## src/hdl/ber_tag_length_header_parser_assert.svh

```systemverilog
// ---------------------------------------------------------------------------
// BER header parser assertion macros
// Concurrent assertion wrappers that compile away when SYNTHESIS is defined.
// ---------------------------------------------------------------------------
`ifndef BER_TAG_LENGTH_HEADER_PARSER_ASSERT_SVH
`define BER_TAG_LENGTH_HEADER_PARSER_ASSERT_SVH

`ifndef SYNTHESIS

// The expression holds at every clock edge outside reset.
`define BTLH_ASSERT_ALWAYS(lbl, clk, rst, expr) \
   lbl: assert property (@(posedge clk) disable iff (rst) (expr)) \
      else $error("BER header parser check failed");

// When the condition holds, the consequence holds in the following cycle.
`define BTLH_ASSERT_NEXT(lbl, clk, rst, ante, cons) \
   lbl: assert property (@(posedge clk) disable iff (rst) (ante) |=> (cons)) \
      else $error("BER header parser sequencing check failed");

`else

`define BTLH_ASSERT_ALWAYS(lbl, clk, rst, expr)
`define BTLH_ASSERT_NEXT(lbl, clk, rst, ante, cons)

`endif

`endif

```

## src/hdl/btlh_pkg.sv

```systemverilog
// ---------------------------------------------------------------------------
// btlh_pkg
// Types and constants shared by the BER tag and length header parser.
// ---------------------------------------------------------------------------
`default_nettype none

package btlh_pkg;

   // Sizing of the accumulators.
   localparam int TAG_NUMBER_BITS = 32;
   localparam int LENGTH_BYTES    = 8;
   localparam int LEN_ACC_BITS    = 8 * LENGTH_BYTES;
   localparam int LEN_SEEN_BITS   = $clog2(LENGTH_BYTES + 1);

   // Result status codes.
   localparam logic [3:0] ST_COMPLETE       = 4'd0;
   localparam logic [3:0] ST_EMPTY          = 4'd1;
   localparam logic [3:0] ST_NUM_INCOMPLETE = 4'd2;
   localparam logic [3:0] ST_NUM_OVERFLOW   = 4'd3;
   localparam logic [3:0] ST_LEN_MISSING    = 4'd4;
   localparam logic [3:0] ST_LEN_FF         = 4'd5;
   localparam logic [3:0] ST_INDEF_PRIM     = 4'd6;
   localparam logic [3:0] ST_LEN_INCOMPLETE = 4'd7;
   localparam logic [3:0] ST_LEN_OVERFLOW   = 4'd8;

   // Header shapes.
   localparam logic [1:0] SHAPE_PRIMITIVE  = 2'd0;
   localparam logic [1:0] SHAPE_DEFINITE   = 2'd1;
   localparam logic [1:0] SHAPE_INDEFINITE = 2'd2;

   // Octet codes.
   localparam logic [4:0] TAG_LONG_FORM  = 5'h1f;
   localparam logic [7:0] LEN_INDEFINITE = 8'h80;
   localparam logic [7:0] LEN_RESERVED   = 8'hff;

   typedef struct packed {
      logic [7:0] octet;
      logic       end_flag;
   } req_payload_type;

   typedef struct packed {
      logic [3:0]  status;
      logic [1:0]  id_class;
      logic [1:0]  header_shape;
      logic [31:0] tag_value;
      logic [63:0] content_length;
   } rsp_payload_type;

endpackage

`default_nettype wire

```

## src/hdl/ber_tag_length_header_parser.sv

```systemverilog
// ---------------------------------------------------------------------------
// ber_tag_length_header_parser
// Decodes BER identifier and length octets, one octet per beat.
// ---------------------------------------------------------------------------
// Usage:
// The req channel carries one octet per beat, or an end-of-stream beat with
// end_flag set. Each beat is decoded in the cycle it is accepted, so the
// parser takes one beat per clock cycle with no bubbles while req_stall is
// low. A header that completes or fails yields one rsp beat (status, class,
// shape, tag number, content length), registered in the output register,
// or the skid register while the output stalls; other beats produce nothing.
// After every result the next octet is parsed as a new identifier octet.
// The rsp side has an output register backed by one skid register. When the
// receiver stalls, up to two results are held; req_stall rises only while
// the skid register is occupied, so input keeps flowing one beat per cycle
// as long as the receiver takes at least one result per cycle on average.
// A synchronous reset returns the parser to waiting for an identifier octet
// and empties both result registers. There is no clearing pass.
// ---------------------------------------------------------------------------
`default_nettype none

`include "ber_tag_length_header_parser_assert.svh"

module ber_tag_length_header_parser
   import btlh_pkg::*;
(
   input  wire logic            clock,
   input  wire logic            reset,
   input  wire logic            req_valid,
   output      logic            req_stall,
   input  wire req_payload_type req_payload,
   output      logic            rsp_valid,
   input  wire logic            rsp_stall,
   output      rsp_payload_type rsp_payload
);

   typedef enum logic [3:0] {
      PH_IDENT    = 4'b0001,
      PH_TAGNUM   = 4'b0010,
      PH_LENOCT   = 4'b0100,
      PH_LENBYTES = 4'b1000
   } phase_type;

   phase_type                  phase_ff, phase_in;
   logic [1:0]                 class_ff, class_in;
   logic                       cons_ff, cons_in;
   logic [TAG_NUMBER_BITS-1:0] number_ff, number_in;
   logic [LEN_ACC_BITS-1:0]    len_acc_ff, len_acc_in;
   logic [6:0]                 len_left_ff, len_left_in;
   logic [LEN_SEEN_BITS-1:0]   len_seen_ff, len_seen_in;

   logic            out_valid_ff, out_valid_in;
   rsp_payload_type out_ff, out_in;
   logic            skid_valid_ff, skid_valid_in;
   rsp_payload_type skid_ff, skid_in;

   logic            req_fire;
   logic            rsp_fire;
   logic            emit;
   rsp_payload_type result;
   logic [7:0]      octet;
   logic [1:0]      def_shape;
   logic [6:0]      left_dec;
   logic [LEN_ACC_BITS-1:0] len_shifted;
   logic            stalled_emit;
   logic            ident_clean;

   assign req_stall = skid_valid_ff;
   assign req_fire  = req_valid && !req_stall;
   assign rsp_fire  = out_valid_ff && !rsp_stall;
   assign rsp_valid   = out_valid_ff;
   assign rsp_payload = out_ff;

   assign octet       = req_payload.octet;
   assign def_shape   = cons_ff ? SHAPE_DEFINITE : SHAPE_PRIMITIVE;
   assign left_dec    = len_left_ff - 7'd1;
   assign len_shifted = (len_acc_ff << 8) | LEN_ACC_BITS'(octet);

   // Decode one beat against the current parse state.
   always_comb begin
      phase_in    = phase_ff;
      class_in    = class_ff;
      cons_in     = cons_ff;
      number_in   = number_ff;
      len_acc_in  = len_acc_ff;
      len_left_in = len_left_ff;
      len_seen_in = len_seen_ff;
      emit        = 1'b0;

      result.status         = ST_COMPLETE;
      result.id_class       = class_ff;
      result.header_shape   = SHAPE_PRIMITIVE;
      result.tag_value      = 32'(number_ff);
      result.content_length = 64'd0;

      case (phase_ff)
         PH_TAGNUM: begin
            if (req_payload.end_flag) begin
               emit          = 1'b1;
               result.status = ST_NUM_INCOMPLETE;
            end else if (number_ff[TAG_NUMBER_BITS-1 -: 7] != 7'd0) begin
               // Another base-128 group would push set bits off the top.
               emit          = 1'b1;
               result.status = ST_NUM_OVERFLOW;
            end else begin
               number_in = {number_ff[TAG_NUMBER_BITS-8:0], octet[6:0]};
               if (!octet[7]) begin
                  phase_in = PH_LENOCT;
               end
            end
         end
         PH_LENOCT: begin
            if (req_payload.end_flag) begin
               emit          = 1'b1;
               result.status = ST_LEN_MISSING;
            end else if (octet == LEN_RESERVED) begin
               emit          = 1'b1;
               result.status = ST_LEN_FF;
            end else if (octet == LEN_INDEFINITE) begin
               emit = 1'b1;
               if (!cons_ff) begin
                  result.status = ST_INDEF_PRIM;
               end else begin
                  result.status       = ST_COMPLETE;
                  result.header_shape = SHAPE_INDEFINITE;
               end
            end else if (octet[7]) begin
               len_left_in = octet[6:0];
               len_seen_in = '0;
               len_acc_in  = '0;
               phase_in    = PH_LENBYTES;
            end else begin
               emit                  = 1'b1;
               result.status         = ST_COMPLETE;
               result.header_shape   = def_shape;
               result.content_length = 64'(octet);
            end
         end
         PH_LENBYTES: begin
            if (req_payload.end_flag) begin
               emit                = 1'b1;
               result.status       = ST_LEN_INCOMPLETE;
               result.header_shape = def_shape;
            end else if (32'(len_seen_ff) >= LENGTH_BYTES) begin
               emit                = 1'b1;
               result.status       = ST_LEN_OVERFLOW;
               result.header_shape = def_shape;
            end else begin
               len_acc_in  = len_shifted;
               len_seen_in = len_seen_ff + LEN_SEEN_BITS'(1);
               len_left_in = left_dec;
               if (left_dec == 7'd0) begin
                  emit                  = 1'b1;
                  result.status         = ST_COMPLETE;
                  result.header_shape   = def_shape;
                  result.content_length = 64'(len_shifted);
               end
            end
         end
         default: begin
            if (req_payload.end_flag) begin
               emit          = 1'b1;
               result.status = ST_EMPTY;
            end else begin
               class_in = octet[7:6];
               cons_in  = octet[5];
               if (octet[4:0] != TAG_LONG_FORM) begin
                  number_in = TAG_NUMBER_BITS'(octet[4:0]);
                  phase_in  = PH_LENOCT;
               end else begin
                  number_in = '0;
                  phase_in  = PH_TAGNUM;
               end
            end
         end
      endcase

      // Every result sends the parser back to the identifier octet.
      if (emit) begin
         phase_in    = PH_IDENT;
         class_in    = 2'd0;
         cons_in     = 1'b0;
         number_in   = '0;
         len_acc_in  = '0;
         len_left_in = 7'd0;
         len_seen_in = '0;
      end
   end

   // Output register with one skid entry behind it.
   always_comb begin
      out_valid_in  = out_valid_ff;
      out_in        = out_ff;
      skid_valid_in = skid_valid_ff;
      skid_in       = skid_ff;
      if (!out_valid_ff || rsp_fire) begin
         if (skid_valid_ff) begin
            out_valid_in  = 1'b1;
            out_in        = skid_ff;
            skid_valid_in = 1'b0;
         end else begin
            out_valid_in = req_fire && emit;
            out_in       = result;
         end
      end else if (req_fire && emit) begin
         skid_valid_in = 1'b1;
         skid_in       = result;
      end
   end

   always_ff @(posedge clock) begin
      if (reset) begin
         phase_ff      <= PH_IDENT;
         class_ff      <= 2'd0;
         cons_ff       <= 1'b0;
         number_ff     <= '0;
         len_acc_ff    <= '0;
         len_left_ff   <= 7'd0;
         len_seen_ff   <= '0;
         out_valid_ff  <= 1'b0;
         skid_valid_ff <= 1'b0;
      end else begin
         if (req_fire) begin
            phase_ff    <= phase_in;
            class_ff    <= class_in;
            cons_ff     <= cons_in;
            number_ff   <= number_in;
            len_acc_ff  <= len_acc_in;
            len_left_ff <= len_left_in;
            len_seen_ff <= len_seen_in;
         end
         out_valid_ff  <= out_valid_in;
         skid_valid_ff <= skid_valid_in;
      end
   end

   always_ff @(posedge clock) begin
      out_ff  <= out_in;
      skid_ff <= skid_in;
   end

   assign stalled_emit = req_fire && emit && out_valid_ff && rsp_stall;
   assign ident_clean  = (number_ff == '0) && (class_ff == 2'd0);

   `BTLH_ASSERT_ALWAYS(a_skid_behind_out, clock, reset, !skid_valid_ff || out_valid_ff)
   `BTLH_ASSERT_NEXT(a_stalled_result_to_skid, clock, reset, stalled_emit, skid_valid_ff)
   `BTLH_ASSERT_ALWAYS(a_len_seen_bound, clock, reset, 32'(len_seen_ff) <= LENGTH_BYTES)
   `BTLH_ASSERT_ALWAYS(a_ident_clean, clock, reset, phase_ff != PH_IDENT || ident_clean)

endmodule

`default_nettype wire

```

## config.mk

```make
export PLATFORM = sky130hd
export DESIGN_NAME = ber_tag_length_header_parser
export DESIGN_NICKNAME = d
export VERILOG_FILES = /design/src/hdl/btlh_pkg.sv /design/src/hdl/ber_tag_length_header_parser.sv
export VERILOG_INCLUDE_DIRS = /design/src /design/src/hdl
export SDC_FILE = /design/constraint.sdc
export NUM_CORES = 1
export LEC_CHECK = 0
export BUFFER_PORTS_ARGS = -buffer_cell sky130_fd_sc_hd__buf_4
export CAP_MARGIN = 20
export CORE_ASPECT_RATIO = 0.9
export CORE_UTILIZATION = 35
export CTS_CLUSTER_DIAMETER = 120
export CTS_CLUSTER_SIZE = 16
export DETAILED_ROUTE_END_ITERATION = 7
export SLEW_MARGIN = 25
export SYNTH_ARGS = -nofsm -noshare
export SYNTH_HDL_FRONTEND = slang
export SYNTH_SLANG_ARGS = --single-unit
```

## constraint.sdc

```tcl
create_clock -name clock -period 13 [get_ports clock]
set_input_delay 3.9 -clock clock [delete_from_list [all_inputs] [get_ports clock]]
set_output_delay 3.9 -clock clock [all_outputs]
set_load 0.02 [all_outputs]
```

==> results of run 1 <==
==> cells by family after synthesis <==
group                      Yosys count  synth area share (%)
and+or+nand+nor                    333                  16.2
DFF                                316                  63.6
AOI/OAI and AO/OA                  177                  7.94
buffers and inverters               98                  3.82
muxes                               94                  7.97
adders and majority gates            4                 0.378
xor gates and xnor gates             2                 0.132
==> metal layers <==
metal	global-route usage [%]	part of all wire [%]	up-vias
li1	-	-	3970
met1	23.1	50	4039
met2	21.6	43	161
met3	2.46	4.8	28
met4	3.31	1.6	0
met5	0	0	-
==> state kept, by name (all words and copies together), names as in the netlist, 2 cells and up <==
signal	cells
class_ff	2
len_acc_ff	56
len_left_ff	7
len_seen_ff	4
number_ff	32
phase_ff	4
rsp_payload	104
skid_ff	104
==> path summary, 6_finish.rpt <==
path	end	slack, ns	depth (start not counted)
max	skid_ff[80]	7.14	7
min reg2reg	skid_ff[66]	0.46	0
min	skid_ff[66]	0.46	0
max reg2reg	skid_ff[80]	9.48	7
==> stage by stage <==
stage                     hold WS, ns  total power (µW)  setup WS, ns  cells
after floorplan                 0.427              1160         0.728   1024
after global placement          0.444              1200          6.62   1562
after global routing            0.476              1930          7.00   1604
final                           0.459              1860          7.14   1604
after CTS                       0.458              1880          7.14   1603
after detailed placement        0.441              1200          6.60   1562
==> layout make-up <==
class / count / area (µm²)
fillers: 3544 / 22100
flip-flops and latches: 316 / 8410
multi-input cells: 610 / 4360
repair buffers: 130 / 996
clock buffers: 40 / 661
well taps: 483 / 604
inverters: 24 / 90.1
clock inverters: 1 / 8.76
==> cells in the mapped netlist, types with 4 or more instances <==
master	instances
edfxtp_1	208
dfxtp_1	108
o21ai_0	99
mux2_2	83
nand2b_1	62
nand3_1	62
and2_4	54
clkbuf_1	41
nand2_1	32
nand4b_1	32
nand4_1	30
inv_1	24
nor2_1	19
buf_2	16
a21oi_1	14
o22ai_1	12
o31ai_1	11
nor3_1	9
mux2_1	8
o21ai_1	8
a31oi_1	7
buf_4	6
buf_8	5
a211oi_1	4
a41oi_1	4
and2_1	4
ha_1	4
o211ai_1	4
or2_2	4
==> where the power goes <==
group	internal, µW	total, µW	switching, µW
logic	33.0	93.5	60.4
clock network	346	683	337
registers	1080	1090	7.17
==> placed cells by master, fill, tap and decap left out, types with 14 or more instances in the layout <==
cell / count
edfxtp_1: 208
nand2b_1: 62
o21ai_0: 99
and2_4: 54
buf_4: 129
clkbuf_16: 24
nand4_1: 30
inv_1: 23
nand4b_1: 32
mux2_2: 83
clkbuf_1: 16
nand3_1: 62
nor2_1: 19
nand2_1: 31
a21oi_1: 14
dfxtp_1: 107
==> worst max-delay path, stage by stage <==
cell and delay [ns]:
buf_4 0.14, nor4b_1 0.41, nand3_1 0.21, o211ai_4 0.21
nand3_1 0.18, a31oi_4 0.23, buf_4 0.69
==> run metrics, run 1 <==
status complete, but fails checks; violated checks DRC; post-CTS sizing 0; pin count of the biggest net entering global routing 116; setup TNS 0 ns; Critical Path Source req_payload[2]; Cell Rows 67; Critical Path AT 6.01 ns; ys flop type edfxtp_1; first-pass GRT wire length 45.7 mm; Final Hold Vio Count 0; sequential-to-total area share from yosys stat 63.6%; Reg2Reg Launch Point phase_ff[0]; Synth Register Bits 316; number of synthesized flops with an enable pin 208; syn_area_per_cell 12.9 µm²; die area 38600 µm²; Routed Antenna Nets 0; DR DRC count 1; Worst Path Max Fanout 63; PwrDens 123 nW/µm²; post-layout util 40.7%; Final setup viols 0; top post-synthesis cells by area edfxtp_1, dfxtp_1, mux2_2; Clock Sinks 316; Tightest Pin Transition 0.896 ns; Initial Utilization 35.5%; Syn Nets 1041; # IOs 119; YS warnings 0; routability cong. 0.790; Num CTS Buffers 23; Initial DRC Count 641; Hold Crit Class reg2reg; drt pass-1 iters 8; share of the synthesized area in the top cell type 47.2%; placed inst area 14400 µm²; H-tree depth 1; RSZ-0062 raised after global routing no; critical path type in2reg; area leader, netlist edfxtp_1; gr ovfl total 0; via count 8198; WP data required 13.15 ns; DPL Wire Length 18.5 mm; I/O Buffers 118; Chip Height 186 µm; Max Cap Viol 0; synthesis-to-layout area growth 14.4%; ANT cells 0; Worst Setup End Kind register; Final Cycle Share 45.1%; CTS root buffer clkbuf_16; vias in the first global route 7649; Mapped Area 13200 µm²; Leak 0.00570 µW; max-slew violation count 0; Clk pin slew, worst setup/hold paths 0.07 ns; Routed WL per cell 18.3 µm; initial antenna violation count 0; Startpoint Class input port; CTS tree done; chip width 207 µm; Total GRT Usage 14.9%; Netlist cell types 64; Peak Freq 0.171 GHz; setup bufs post-CTS 0; later-pin clock latency in the skew report 0.53 ns; minimum clock period 5.86 ns; Core Region 37200 µm²; asr flop ratio synth 0%; maximum vdd drop 0.0000697 V; worst hold start number_ff[2]; share of layout cells above drive strength 1 28.5%; Layout Skew 0.0145 ns; synthesized instance count 1024; maximum clock path buffer count 3; hold-fix buffer count after cts 0; Via density 5.11; final instance area 15100 µm²; relative slew slack 40.0%; routed wire length 29.4 mm; fin nets 1122
(Power assumes the default switching activity.)
==> run 2, diff against run 1 <==
--- a/config.mk
+++ b/config.mk
@@ -6,6 +6,7 @@
 export SDC_FILE = /design/constraint.sdc
 export NUM_CORES = 1
 export LEC_CHECK = 0
+export ABC_AREA = 1
 export BUFFER_PORTS_ARGS = -buffer_cell sky130_fd_sc_hd__buf_4
 export CAP_MARGIN = 20
 export CORE_ASPECT_RATIO = 0.9
==> constraint.sdc (replaced) <==
create_clock -name clock -period 5.8 [get_ports clock]
set_input_delay 1.74 -clock clock [delete_from_list [all_inputs] [get_ports clock]]
set_output_delay 1.74 -clock clock [all_outputs]
set_load 0.02 [all_outputs]
==> run metrics, run 2 <==
Num CTS Buffers 23; Hold Crit Class reg2reg; final instance area 15400 µm²; H-tree depth 1; PwrDens 308 nW/µm²; maximum vdd drop 0.000185 V; Netlist cell types 31; Final Cycle Share 71.9%; post-CTS sizing 0; YS warnings 0; cell with the most instances after synthesis nor2_1; share of layout cells above drive strength 1 11.5%; initial antenna violation count 0; synthesis-to-layout area growth 14.1%; depth of the most critical reg-to-reg path 16; Worst Path Max Fanout 59; later-pin clock latency in the skew report 0.53 ns; DR DRC count 0; Hold Path Stages 0; maximum clock path buffer count 3; flop-to-flop setup slack 2.27 ns; ys flop type edfxtp_1; Leak 0.00616 µW; Synth Register Bits 316; worst hold start number_ff[12]; Final Hold Vio Count 0; routability cong. 0.886; DPL Wire Length 20.1 mm; gr ovfl total 0; first-pass GRT wire length 50.9 mm; asr flop ratio synth 0%; Syn Nets 1523; Peak Freq 0.240 GHz; status complete, no violations; Layout Skew 0.0119 ns; Critical Path AT 4.34 ns; most frequent cells in the layout nor2_1, nand2_1, edfxtp_1; max-slew violation count 0; setup bufs post-CTS 0; vias in the first global route 9257; Initial DRC Count 797; critical path type in2reg; syn_area_per_cell 8.96 µm²; WHS Endpoint skid_ff[76]; Placement Setup Slack 1.10 ns; share of the synthesized area in the top cell type 46.3%; Clock Sinks 316; placed inst area 14700 µm²; Reg2Reg Launch Point len_left_ff[0]; # IOs 119; Mapped Area 13500 µm²; WP data required 5.97 ns; Post-synth top cells nor2_1, nand2_1, edfxtp_1; CTS root buffer clkbuf_16; Cell Rows 67; routed wire length 31.6 mm; sequential-to-total area share from yosys stat 62.3%; Chip Height 188 µm; r2r endpoint skid_ff[12]; Clk pin slew, worst setup/hold paths 0.06 ns; Total GRT Usage 15.9%; relative slew slack 34.3%; die area 39300 µm²; Final setup viols 0; hold-fix buffer count after cts 0; Routed WL per cell 15.3 µm; drt pass-1 iters 5; top post-synthesis cells by area edfxtp_1, dfxtp_1, nor2_1; number of synthesized flops with an enable pin 208; area leader, netlist edfxtp_1; RSZ-0062 raised after global routing no; minimum clock period 4.17 ns; Via density 4.80; Initial Utilization 35.8%; Worst Setup End Kind register; Startpoint Class input port; Max Cap Viol 0; CTS tree done; pin count of the biggest net entering global routing 88; commonest non-fill, non-tap cell in the layout nor2_1; Routed Antenna Nets 0; PnR Total Power 4740 µW; I/O Buffers 118; setup TNS 0 ns; synthesized instance count 1506; Core Region 37600 µm²; final worst setup slack 1.63 ns; chip width 209 µm; via count 9949; Tightest Pin Transition 0.983 ns; Fillers 3652; fin nets 1587
[run 2: cell types whose count changed after synthesis, moves of 23 or more]
cell and change:
nand2b_1 -62, nand3_1 +110, nand4b_1 -32, o21ai_0 -57
and2_4 -54, mux2_2 -83, nand2_1 +271, nand4_1 -23
nor2_1 +325, inv_1 +91, nor3_1 +51
[run 2: power breakdown]
part	switching, µW	leakage, µW	internal [µW]
clock	753	0.000320	778
sequential	67.9	0.00294	2540
combinational	407	0.00290	199
total	1230	0.00616	3510
[run 2: worst max path at each step]
stage | from | endpoint
2_1_floorplan | req_payload[3] | skid_ff[0]
3_3_place_gp | req_payload[5] | skid_ff[29]
3_5_place_dp | req_payload[5] | skid_ff[22]
4_1_cts | req_payload[5] | skid_ff[21]
5_1_grt | req_payload[2] | skid_ff[12]
6_report | req_payload[5] | skid_ff[12]
[run 2: cell families after synthesis]
logic type / count (synthesis) / share of synthesized area [%]
compound gates: 64 / 2.50
xor+xnor: 1 / 0.0649
fa+ha+maj: 4 / 0.371
buf+inv: 214 / 6.54
flops: 316 / 62.3
simple gates: 907 / 28.2
[run 2: cell type report]
type	instances	area, µm²	area share, %
well taps	483	604	3.93
clock inverters	1	8.76	0.0569
flip-flops and latches	316	8410	54.6
diodes	1	2.50	0.0163
clock buffers	41	664	4.32
repair buffers	132	1020	6.60
multi-input cells	976	4230	27.5
inverters	121	454	2.95
[run 2: worst max-delay path: stages]
cell     delay, ns
buf_4         0.12
inv_1         0.12
nand2_1       0.08
nor3_1        0.14
nand2_1       0.13
nand3_1       0.09
nand2_1       0.12
nand2_1       0.11
inv_2         0.04
nand2_4       0.10
nand3_4       0.33
buf_4         0.51
nor2_4        0.22
buf_4         0.44
[run 2: routing by layer]
| metal | global-route usage [%] | share of wire (%) |
|---|---|---|
| met4 | 3.11 | 1.3 |
| met5 | 0 | 0 |
| met3 | 2.38 | 5.3 |
| met2 | 24.2 | 45 |
| met1 | 23.9 | 49 |
[run 2: per-stage QoR]
step           cells  utilization, %  hold WS [ns]
2_1_floorplan   1506               -         0.408
5_1_grt         2070            40.9         0.451
3_3_place_gp    2028            39.1         0.411
4_1_cts         2070            40.9         0.435
3_5_place_dp    2028            39.1         0.418
6_report        2071            40.9         0.431
